==> src/sv/intel_hex_record_parser_macros.svh <==
// ----------------------------------------------------------------------------
// Intel HEX record parser assertion macros
// Implication and next-cycle checks, compiled out for synthesis.
// ----------------------------------------------------------------------------
`ifndef INTEL_HEX_RECORD_PARSER_MACROS_SVH
`define INTEL_HEX_RECORD_PARSER_MACROS_SVH
`ifndef SYNTHESIS
`define IHEX_ASSERT_IMP(lbl, clk, rst, ante, cons) \
   lbl: assert property (@(posedge clk) disable iff (rst) (ante) |-> (cons)) \
      else $error("ihex assertion failed");
`define IHEX_ASSERT_NXT(lbl, clk, rst, ante, cons) \
   lbl: assert property (@(posedge clk) disable iff (rst) (ante) |=> (cons)) \
      else $error("ihex assertion failed");
`else
`define IHEX_ASSERT_IMP(lbl, clk, rst, ante, cons)
`define IHEX_ASSERT_NXT(lbl, clk, rst, ante, cons)
`endif
`endif

==> src/sv/ihex_pkg.sv <==
// ----------------------------------------------------------------------------
// Intel HEX record parser package
// Item types, record phases, result kinds and error codes.
// ----------------------------------------------------------------------------
package ihex_pkg;

   localparam logic [7:0] CHAR_COLON = 8'h3a;
   localparam logic [7:0] CHAR_LF    = 8'h0a;
   localparam logic [7:0] CHAR_CR    = 8'h0d;

   localparam logic [7:0] REC_DATA = 8'h00;
   localparam logic [7:0] REC_EOF  = 8'h01;
   localparam logic [7:0] REC_EXT  = 8'h04;
   localparam logic [7:0] REC_SYM  = 8'hfe;

   typedef enum logic [2:0] {
      PH_START,
      PH_LEN,
      PH_ADDR,
      PH_TYPE,
      PH_DATA,
      PH_CSUM,
      PH_EOL,
      PH_HALT
   } phase_type;

   typedef enum logic [1:0] {
      KIND_DATA  = 2'd0,
      KIND_ERROR = 2'd1,
      KIND_OK    = 2'd2
   } kind_type;

   typedef enum logic [3:0] {
      ERR_NONE       = 4'd0,
      ERR_START      = 4'd1,
      ERR_INCOMPLETE = 4'd2,
      ERR_CHECKSUM   = 4'd3,
      ERR_BACKWARD   = 4'd4,
      ERR_DUP_EOF    = 4'd5,
      ERR_TYPE       = 4'd6,
      ERR_NO_EOF     = 4'd7,
      ERR_NONHEX     = 4'd8
   } err_type;

   typedef struct packed {
      logic [7:0] ch;
      logic       end_of_input;
   } req_type;

   typedef struct packed {
      kind_type    kind;
      logic [7:0]  data_byte;
      logic [31:0] byte_address;
      logic [31:0] fill_count;
      err_type     error_code;
   } rsp_type;

endpackage

==> src/sv/ihex_parse_core.sv <==
// ----------------------------------------------------------------------------
// Intel HEX parse core
// Record state and single-pass decode of one character into at most one item.
// ----------------------------------------------------------------------------
`include "intel_hex_record_parser_macros.svh"

module ihex_parse_core (
   input  logic             clock,
   input  logic             reset,
   input  logic             step,
   input  ihex_pkg::req_type item,
   input  logic             check_checksum,
   output logic             emit,
   output ihex_pkg::rsp_type result
);
   import ihex_pkg::*;

   phase_type   phase_ff, phase_in;
   logic [3:0]  nibble_ff, nibble_in;
   logic        half_ff, half_in;
   logic [7:0]  count_ff, count_in;
   logic [7:0]  length_ff, length_in;
   logic [15:0] low_ff, low_in;
   logic [7:0]  type_ff, type_in;
   logic [15:0] high_ff, high_in;
   logic [15:0] ext_ff, ext_in;
   logic [31:0] cur_ff, cur_in;
   logic [31:0] last_ff, last_in;
   logic [7:0]  sum_ff, sum_in;
   logic        eof_ff, eof_in;

   logic [4:0]  hex;
   logic [7:0]  byte_val;
   logic [7:0]  count_inc;
   logic [31:0] hole;
   logic [31:0] base_addr;
   err_type     err;

   function automatic logic [4:0] hex_decode(input logic [7:0] c);
      logic [4:0] r;
      r = 5'd0;
      if (c >= 8'h30 && c <= 8'h39) begin
         r = {1'b1, 4'(c - 8'h30)};
      end else if (c >= 8'h41 && c <= 8'h46) begin
         r = {1'b1, 4'(c - 8'h37)};
      end else if (c >= 8'h61 && c <= 8'h66) begin
         r = {1'b1, 4'(c - 8'h57)};
      end
      return r;
   endfunction

   always_comb begin
      phase_in  = phase_ff;
      nibble_in = nibble_ff;
      half_in   = half_ff;
      count_in  = count_ff;
      length_in = length_ff;
      low_in    = low_ff;
      type_in   = type_ff;
      high_in   = high_ff;
      ext_in    = ext_ff;
      cur_in    = cur_ff;
      last_in   = last_ff;
      sum_in    = sum_ff;
      eof_in    = eof_ff;
      emit      = 1'b0;
      result    = '0;
      err       = ERR_NONE;
      hex       = hex_decode(item.ch);
      byte_val  = {nibble_ff, hex[3:0]};
      count_inc = count_ff + 8'd1;
      hole      = cur_ff - last_ff;
      base_addr = {high_ff, low_ff};

      if (phase_ff != PH_HALT) begin
         if (phase_ff == PH_START || phase_ff == PH_EOL) begin
            if (item.ch == CHAR_COLON) begin
               phase_in = PH_LEN;
               half_in  = 1'b0;
               count_in = 8'd0;
               sum_in   = 8'd0;
            end else if (!(phase_ff == PH_EOL &&
                           (item.ch == CHAR_LF || item.ch == CHAR_CR))) begin
               err = ERR_START;
            end
         end else if (!hex[4]) begin
            err = ERR_NONHEX;
         end else if (!half_ff) begin
            nibble_in = hex[3:0];
            half_in   = 1'b1;
         end else begin
            half_in = 1'b0;
            sum_in  = sum_ff + byte_val;
            case (phase_ff)
               PH_LEN: begin
                  length_in = byte_val;
                  count_in  = 8'd0;
                  phase_in  = PH_ADDR;
               end
               PH_ADDR: begin
                  if (count_ff == 8'd0) begin
                     low_in   = {byte_val, 8'd0};
                     count_in = 8'd1;
                  end else begin
                     low_in   = {low_ff[15:8], byte_val};
                     phase_in = PH_TYPE;
                  end
               end
               PH_TYPE: begin
                  type_in  = byte_val;
                  count_in = 8'd0;
                  ext_in   = 16'd0;
                  if (byte_val == REC_DATA) begin
                     cur_in = base_addr;
                     if (base_addr < last_ff) begin
                        err = ERR_BACKWARD;
                     end
                  end
                  phase_in = (length_ff != 8'd0) ? PH_DATA : PH_CSUM;
               end
               PH_DATA: begin
                  if (type_ff == REC_DATA) begin
                     emit                = 1'b1;
                     result.kind         = KIND_DATA;
                     result.data_byte    = byte_val;
                     result.byte_address = cur_ff;
                     result.fill_count   = (last_ff != 32'd0 && hole > 32'd1) ?
                                           hole - 32'd1 : 32'd0;
                     last_in             = cur_ff;
                     cur_in              = cur_ff + 32'd1;
                  end else if (type_ff == REC_EXT) begin
                     if (count_ff == 8'd0) begin
                        ext_in = {byte_val, 8'd0};
                     end else if (count_ff == 8'd1) begin
                        ext_in = {ext_ff[15:8], byte_val};
                     end
                  end
                  count_in = count_inc;
                  if (count_inc == length_ff) begin
                     phase_in = PH_CSUM;
                  end
               end
               PH_CSUM: begin
                  phase_in = PH_EOL;
                  if (check_checksum && sum_in != 8'd0) begin
                     err = ERR_CHECKSUM;
                  end else begin
                     case (type_ff)
                        REC_DATA: begin
                        end
                        REC_EOF: begin
                           if (eof_ff) begin
                              err = ERR_DUP_EOF;
                           end else begin
                              eof_in = 1'b1;
                           end
                        end
                        REC_EXT: begin
                           high_in = ext_ff;
                           cur_in  = {ext_ff, low_ff};
                        end
                        REC_SYM: begin
                           cur_in = base_addr;
                        end
                        default: begin
                           if (!eof_ff) begin
                              err = ERR_TYPE;
                           end
                        end
                     endcase
                  end
               end
               default: begin
               end
            endcase
         end

         if (err == ERR_NONE && item.end_of_input) begin
            if (phase_in != PH_EOL) begin
               err = ERR_INCOMPLETE;
            end else if (!eof_in) begin
               err = ERR_NO_EOF;
            end else begin
               emit        = 1'b1;
               result      = '0;
               result.kind = KIND_OK;
               phase_in    = PH_HALT;
            end
         end

         if (err != ERR_NONE) begin
            emit              = 1'b1;
            result            = '0;
            result.kind       = KIND_ERROR;
            result.error_code = err;
            phase_in          = PH_HALT;
         end
      end
   end

   always_ff @(posedge clock) begin
      if (reset) begin
         phase_ff  <= PH_START;
         nibble_ff <= 4'd0;
         half_ff   <= 1'b0;
         count_ff  <= 8'd0;
         length_ff <= 8'd0;
         low_ff    <= 16'd0;
         type_ff   <= 8'd0;
         high_ff   <= 16'd0;
         ext_ff    <= 16'd0;
         cur_ff    <= 32'd0;
         last_ff   <= 32'd0;
         sum_ff    <= 8'd0;
         eof_ff    <= 1'b0;
      end else if (step) begin
         phase_ff  <= phase_in;
         nibble_ff <= nibble_in;
         half_ff   <= half_in;
         count_ff  <= count_in;
         length_ff <= length_in;
         low_ff    <= low_in;
         type_ff   <= type_in;
         high_ff   <= high_in;
         ext_ff    <= ext_in;
         cur_ff    <= cur_in;
         last_ff   <= last_in;
         sum_ff    <= sum_in;
         eof_ff    <= eof_in;
      end
   end

   `IHEX_ASSERT_IMP(a_halt_silent, clock, reset, phase_ff == PH_HALT, !emit)
   `IHEX_ASSERT_NXT(a_final_halts, clock, reset, step && emit && result.kind != KIND_DATA, phase_ff == PH_HALT)
   `IHEX_ASSERT_NXT(a_last_tracks, clock, reset, step && emit && result.kind == KIND_DATA, last_ff == $past(result.byte_address))
   `IHEX_ASSERT_IMP(a_err_coded, clock, reset, emit && result.kind == KIND_ERROR, result.error_code != ERR_NONE)

endmodule

==> src/sv/intel_hex_record_parser.sv <==
// ----------------------------------------------------------------------------
// Intel HEX record parser
// Input register, parse core and result register for an I32HEX byte stream.
// ----------------------------------------------------------------------------
// One ASCII character is taken per cycle, back to back, unless an unread
// result stalls it; it waits in the input register, its result item in the
// result register. The single parse stage between them sets the rate and
// updates the record state once per character. After an error or the final
// status item the block takes characters but gives nothing until reset.
`include "intel_hex_record_parser_macros.svh"

module intel_hex_record_parser (
   input  logic              clock,
   input  logic              reset,
   input  logic              req_valid,
   output logic              req_ready,
   input  ihex_pkg::req_type  req_item,
   output logic              rsp_valid,
   input  logic              rsp_ready,
   output ihex_pkg::rsp_type  rsp_item,
   input  logic              csr_wr_en,
   input  logic              csr_wr_data
);
   import ihex_pkg::*;

   logic    in_valid_ff, in_valid_in;
   req_type in_item_ff;
   logic    out_valid_ff, out_valid_in;
   rsp_type out_item_ff;
   logic    check_ff;
   logic    advance;
   logic    emit;
   rsp_type result;

   assign advance      = in_valid_ff && (!out_valid_ff || rsp_ready);
   assign req_ready    = !in_valid_ff || advance;
   assign in_valid_in  = (req_valid && req_ready) || (in_valid_ff && !advance);
   assign out_valid_in = (advance && emit) || (out_valid_ff && !rsp_ready);
   assign rsp_valid    = out_valid_ff;
   assign rsp_item     = out_item_ff;

   ihex_parse_core u_core (
      .clock          (clock),
      .reset          (reset),
      .step           (advance),
      .item           (in_item_ff),
      .check_checksum (check_ff),
      .emit           (emit),
      .result         (result)
   );

   always_ff @(posedge clock) begin
      if (reset) begin
         in_valid_ff  <= 1'b0;
         out_valid_ff <= 1'b0;
         check_ff     <= 1'b1;
      end else begin
         in_valid_ff  <= in_valid_in;
         out_valid_ff <= out_valid_in;
         if (csr_wr_en) begin
            check_ff <= csr_wr_data;
         end
      end
   end

   always_ff @(posedge clock) begin
      if (req_valid && req_ready) begin
         in_item_ff <= req_item;
      end
      if (advance && emit) begin
         out_item_ff <= result;
      end
   end

   `IHEX_ASSERT_NXT(a_result_lands, clock, reset, advance && emit, out_valid_ff && out_item_ff == $past(result))
   `IHEX_ASSERT_IMP(a_no_overrun, clock, reset, out_valid_ff && !rsp_ready, !advance)
   `IHEX_ASSERT_NXT(a_input_drains, clock, reset, in_valid_ff && !out_valid_ff, !in_valid_ff || $past(req_valid && req_ready))

endmodule

==> config.mk <==
export PLATFORM = sky130hd
export DESIGN_NAME = intel_hex_record_parser
export DESIGN_NICKNAME = d
export VERILOG_FILES = /design/src/sv/ihex_pkg.sv /design/src/sv/ihex_parse_core.sv /design/src/sv/intel_hex_record_parser.sv
export VERILOG_INCLUDE_DIRS = /design/src /design/src/sv
export SDC_FILE = /design/constraint.sdc
export NUM_CORES = 1
export LEC_CHECK = 0
export ABC_AREA = 1
export BUFFER_PORTS_ARGS = -buffer_cell sky130_fd_sc_hd__buf_4
export CELL_PAD_IN_SITES_DETAIL_PLACEMENT = 0
export CELL_PAD_IN_SITES_GLOBAL_PLACEMENT = 1
export CORE_ASPECT_RATIO = 0.8
export CORE_UTILIZATION = 49
export CTS_CLUSTER_DIAMETER = 40
export DETAILED_ROUTE_END_ITERATION = 16
export PLACE_DENSITY = 0.95
export SYNTH_ARGS = -nofsm -noshare
export SYNTH_HDL_FRONTEND = slang
export SYNTH_SLANG_ARGS = --single-unit
export TNS_END_PERCENT = 50
==> constraint.sdc <==
create_clock -name clock -period 14.95 [get_ports clock]
set_input_delay 0.7475 -clock clock [delete_from_list [all_inputs] [get_ports clock]]
set_output_delay 0.7475 -clock clock [all_outputs]
set_load 0.02 [all_outputs]
* Word level (Yosys, flattened, before mapping)
Cells that the tools add are included.
Cells by class: add/subtract/negate cells 8, order comparisons 8, equality and inequality tests 26, mux-type cells 84, bitwise gates (word level) 4, reductions and logical operators 53
Operators by type and width (number):
- two-way mux 74 bit | 4
- two-way mux 78 bit | 3
- two-way mux 32 bit | 4
- case mux 32 bit (3 select lines) | 1
- two-way mux 8 bit | 10
- two-way mux 77 bit | 1
- two-way mux 72 bit | 1
- case mux 32 bit (2 select lines) | 1
- two-way mux 16 bit | 3
- two-way mux 4 bit | 11
- two-way mux 3 bit | 14
- adder 32 x 1 -> 32 bit, second input constant | 1
- greater-than comparator 32 x 1 -> 1 bit, second input constant | 1
- less-than comparator 32 bit | 1
- case mux 16 bit (2 select lines) | 1
- nonzero test 32 bit | 1
- subtractor 32 x 1 -> 32 bit, second input constant | 1
- subtractor 32 bit | 1
- zero test 8 bit | 3
- case mux 8 bit (3 select lines) | 1
- two-way mux 1 bit | 23
- AND reduction 7 bit | 3
- AND reduction 6 bit | 3
- AND reduction 9 bit | 2
- 41 further kinds | 88
Storage, ports and cells: register bits 243, input bits 15, output and inout bits 80, logic and storage cells 209

* Longest topological paths before layout
depth in word-level cells 23, mapped depth 29, mapped depth without buffers 29

* Hierarchy
Synthesis repeated with hierarchy kept, for this count alone.
Unflattened totals: cell total of the unflattened synthesis 2138, area, all modules 15636.2 um^2
Modules (own cells, without submodules):
- ihex_parse_core | instances 1, cells each 2029, area an instance 12867.3 um^2, sequential area each 3062.9 um^2
- intel_hex_record_parser | instances 1, cells each 109, area an instance 2768.9 um^2, sequential area each 2672.6 um^2

* Worst setup path after synthesis
No wires, ideal clock.
path type register -> register, start point register in_item_ff[2] in the netlist's numbering, end point register out_item_ff (netlist bit rsp_item[0]) (enable), setup time 432 ps, arrival time 5372 ps, required time 14518 ps, path slack 9146 ps, stages on the path, launching flop included 29, buffers on the path 0, period minus slack after synthesis 5804 ps, cells stage by stage edfxtp_1 > inv_1 > ha_1 > inv_1 > o211ai_1 > nand2_4 > xor2_1 > nand2_1 > inv_1 > ha_1 > inv_1 > fa_1 > inv_1 > or2_2 > nor2_1 > nand3_1 > nor2_1 > nand4_1 > nand2_1 > nand2_1 > nand2_1 > nand2_1 > nor2_1 > nand2_2 > o21ai_2 > nor2_8 > nand2_1 > nand2_1 > inv_1
On the way: cells in the longest elaborated chain, start to end 22, elaborated cells on any way between the ends 59, those cells by class add/sub (4); order compare (6); eq/ne (4); mux (33); reduce/logical (12)
RTL lines:
- start: declaration | line intel_hex_record_parser.sv:27 | req_type in_item_ff;
- start signal: assignment | line intel_hex_record_parser.sv:68 | in_item_ff <= req_item;
- greater-or-equal comparator 8 x 7 -> 1 bit or <= comparator 8 x 7 -> 1 bit (tied branches) | line ihex_parse_core.sv:46 | end else if (c >= 8'h61 && c <= 8'h66) begin
- logical AND 1 bit | line ihex_parse_core.sv:46
- two-way mux 5 bit | line ihex_parse_core.sv:46
- two-way mux 5 bit | line ihex_parse_core.sv:44 | end else if (c >= 8'h41 && c <= 8'h46) begin
- two-way mux 5 bit (*) | line ihex_parse_core.sv:42 | if (c >= 8'h30 && c <= 8'h39) begin
- via u_core.hex[0] | line ihex_parse_core.sv:32 | logic [4:0] hex;
- adder 8 bit | line ihex_parse_core.sv:93 | sum_in = sum_ff + byte_val;
- nonzero test 8 bit | line ihex_parse_core.sv:145 | if (check_checksum && sum_in != 8'd0) begin
- [... 7 more ...]
- two-way mux 4 bit or zero test 4 bit (tied branches) | line ihex_parse_core.sv:181, ihex_parse_core.sv:178
- two-way mux 4 bit or logical AND 1 bit (tied branches) | line ihex_parse_core.sv:179, ihex_parse_core.sv:178
- two-way mux 4 bit | line ihex_parse_core.sv:178 | if (err == ERR_NONE && item.end_of_input) begin
- two-way mux 4 bit | line ihex_parse_core.sv:75 | if (phase_ff != PH_HALT) begin
- nonzero test 4 bit | line ihex_parse_core.sv:191 | if (err != ERR_NONE) begin
- two-way mux 1 bit (*) | line ihex_parse_core.sv:191
- two-way mux 1 bit (*) | line ihex_parse_core.sv:75
- logical AND 1 bit (*) | line intel_hex_record_parser.sv:70 | if (advance && emit) begin
- end signal: assignment | line intel_hex_record_parser.sv:71 | out_item_ff <= result;
- end: declaration | line intel_hex_record_parser.sv:29 | rsp_type out_item_ff;
The timed path passes the listed nets; every way through them passes the cells marked *. The select of a mux whose other input is x is not followed. A chain may end at the register's enable or synchronous reset.

* Worst setup path in the final report
start point register in_item_ff[2] in the netlist's numbering, end point register out_item_ff (netlist bit rsp_item[32]) (enable)
The elaborated chain is that of the path after synthesis.

==> impl_metrics.tcl <==
set metrics [dict create \
    hpwl_mm 33.7 \
    power_density_nw_per_um2 102 \
    drv_slew 0 \
    synth-main-ff-cell "dfxtp_1" \
    die-width_um 198 \
    start_util_pct 50.6 \
    wl_mm 44.9 \
    critPathCaptureType "flip-flop" \
    syn_avg_cell_area_um2 7.43 \
    io_buffers 94 \
    placed_area_um2 16000 \
    grt_antenna_before_repair 1 \
    antenna_left 0 \
    fin_ws_ps 8920 \
    routedWlPerCell_um 17.7 \
    drtIter0Drc 1332 \
    timing.final.crit_share_pct 40.4 \
    crit_top_cell "nand2_1" \
    grt_max_degree 94 \
    grt_usage_pct 28.3 \
    outcome "finished, final reports clean" \
    io_pins 95 \
    grt_pass1_vias 13400 \
    htree_levels 2 \
    slew_headroom_pct 28.6 \
    nNetsFinal 2205 \
    p_leak_nw 7.48 \
    grt_pass1_wl_mm 70.6 \
    critPathBufInv 7 \
    ys_seq_area_share_pct 38.1 \
    num_rows 56 \
    dpl_worst_slack_ps 8970 \
    skew_ps 23.3 \
    insertion_delay_ps 530 \
    async_flop_share_pct 0 \
    fp.coreArea_um2 29700 \
    cp.required_ps 15110 \
    worst_pin_slew_ps 1070 \
    crit_arrival_ps 6190 \
    hold_path.class "input port to flip-flop" \
    yosysWarnings 0 \
    hold_buffers 0 \
    critPathMaxFanout 47 \
    fmax_ghz 0.166 \
    vdd_ir_drop_max_uv 71.5 \
    place_congestion 0.957 \
    period_needed_ps 6030 \
    cts-root-buf "clkbuf_16" \
    clk_pin_slew_worst_paths_ps 50 \
    synthCells 2025 \
    drtPass1Iterations 5 \
    clockBufferDepth 3 \
    synth_cell_types 56 \
    vias 14300 \
    cp_top_family "simple AND/OR/NAND/NOR gates" \
    die_area_um2 31400 \
    syn_nets 2121 \
    diodes 0 \
    cts.repair.resized 0 \
    cts_setup_buffers 0 \
    syn_to_final_growth_pct 15.8 \
    ys_ff_latch 243 \
    die_h_um 159 \
    layout_common_cells "nand2_1 (354), inv_1 (265), nor2_1 (200), a21oi_1 (177), o21ai_0 (166)" \
    cpMaxStageDelayCell "buf_4" \
    numCtsBuffers 38 \
    overflow 0 \
    cp_slowest_stage_delay_ps 580 \
    drive_gt1_share_pct 12.7 \
    final_area_um2 17400 \
    layout_commonest_cell "nand2_1" \
    finalHoldViolCount 0 \
    cts_tree "yes" \
    clkSinkCount 243 \
    worstSetupPathType "flip-flop to flip-flop" \
    startpoint_type "flip-flop" \
    drc_errors 0 \
    setup_tns_ps 0 \
    cap_viol_max_count 0 \
    grt_setup_unrepaired "no" \
    setup_viol 0 \
    synth_enable_flop_cells 87 \
    viasPerCell 5.61 \
    synth.cell_area_um2 15000 \
]
cell usage after synthesis (2+ instances only):
| cell type | n | share of area (%) |
|---|---|---|
| nand2_1 | 354 | 8.8 |
| inv_1 | 267 | 6.7 |
| nor2_1 | 200 | 5.0 |
| a21oi_1 | 177 | 5.9 |
| o21ai_0 | 166 | 5.5 |
| dfxtp_1 | 156 | 21 |
| nand3_1 | 116 | 3.9 |
| edfxtp_1 | 87 | 17 |
| ha_1 | 79 | 6.6 |
| nor2_2 | 71 | 3.0 |
| clkbuf_1 | 43 | 1.1 |
| nor3_1 | 38 | 1.3 |
| xor2_1 | 37 | 2.2 |
| a211oi_1 | 32 | 1.6 |
| nand4_1 | 30 | 1.2 |
| nor4_1 | 30 | 1.2 |
| a31oi_1 | 18 | 0.75 |
| xnor2_1 | 17 | 0.99 |
| a22oi_1 | 10 | 0.50 |
| a41oi_1 | 8 | 0.47 |
| a21o_1 | 7 | 0.35 |
| buf_6 | 7 | 0.52 |
| o211ai_1 | 6 | 0.30 |
| buf_2 | 5 | 0.17 |
| nand3b_1 | 5 | 0.25 |
| and2_1 | 4 | 0.17 |
| nand2_2 | 4 | 0.17 |
| o21a_1 | 4 | 0.20 |
| o21bai_1 | 4 | 0.20 |
| nand2_4 | 3 | 0.22 |
| nand3_2 | 3 | 0.20 |
| nor2_4 | 3 | 0.22 |
| a21boi_0 | 2 | 0.10 |
| clkbuf_2 | 2 | 0.067 |
| clkinv_1 | 2 | 0.050 |
| fa_1 | 2 | 0.27 |
| inv_2 | 2 | 0.050 |
| nor2_8 | 2 | 0.27 |
| nor3_2 | 2 | 0.13 |
| o21ai_1 | 2 | 0.067 |
| o21ai_2 | 2 | 0.12 |
| or2_2 | 2 | 0.083 |
worst register-to-register path, delay by kind of cell (launching register included):
| family | cells | cell delay [ps] |
|---|---|---|
| buffers and inverters | 7 | 1600 |
| and+or+nand+nor | 16 | 1960 |
| AOI/OAI and AO/OA | 2 | 560 |
| xor gates and xnor gates | 1 | 230 |
| adders and majority gates | 3 | 870 |
| DFF | 1 | 440 |
path summary, 6_finish.rpt:
path	slack, ps	start	depth (start not counted)	to
max	8920	in_item_ff[2]	29	rsp_item[32]
min	400	req_item[6]	1	in_item_ff[6]
max reg2reg	8920	in_item_ff[2]	29	rsp_item[32]
min reg2reg	470	u_core.ext_ff[0]	2	u_core.ext_ff[0]
routing by layer:
layer | global-route usage (%) | wire length (um) | vias up
met3 | 4.72 | 3260 | 84
met5 | 0 | 0 | -
met2 | 45.9 | 20500 | 512
met1 | 38.2 | 20100 | 6668
li1 | - | - | 7017
met4 | 8.77 | 1110 | 0
area by class of cell:
type | instances | area (um^2)
Fill cell | 2744 | 12300
Inverter | 271 | 1020
Multi-Input combinational cell | 1454 | 8020
Tap cell | 406 | 508
Clock buffer | 44 | 1030
Clock inverter | 25 | 348
Timing Repair Buffer | 101 | 758
Sequential cell | 243 | 5740
sequential cells by signal, summed over array words and instances (netlist names), 3 cells and up:
name              flops
rsp_item             78
u_core.cur_ff        32
u_core.last_ff       32
u_core.ext_ff        16
u_core.high_ff       16
u_core.low_ff        16
in_item_ff            9
u_core.count_ff       8
u_core.length_ff      8
u_core.sum_ff         8
u_core.type_ff        8
u_core.nibble_ff      4
u_core.phase_ff       3
through the flow:
| step | util, % | hold WS [ps] | total power [mW] | std cells |
|---|---|---|---|---|
| after floorplan | - | 441 | 0.797 | 2025 |
| after global routing | 58.6 | 392 | 1.83 | 2544 |
| after CTS | 58.6 | 382 | 1.79 | 2544 |
| after global placement | 54.0 | 457 | 0.837 | 2475 |
| after detailed placement | 54.0 | 462 | 0.839 | 2475 |
| final | 58.6 | 402 | 1.78 | 2544 |
kinds of logic after synthesis:
| group | after synthesis | synth area share [%] |
|---|---|---|
| simple gates | 876 | 26.9 |
| fa+ha+maj | 81 | 6.84 |
| compound gates | 443 | 16.3 |
| xor+xnor | 54 | 3.14 |
| buf+inv | 328 | 8.59 |
| flops | 243 | 38.1 |
report_power, final:
group / switching [mW] / internal [mW]
combinational: 0.0824 / 0.0340
clock: 0.336 / 0.619
sequential: 0.00871 / 0.702
total: 0.427 / 1.35
Power figures use the tool's default switching activity.
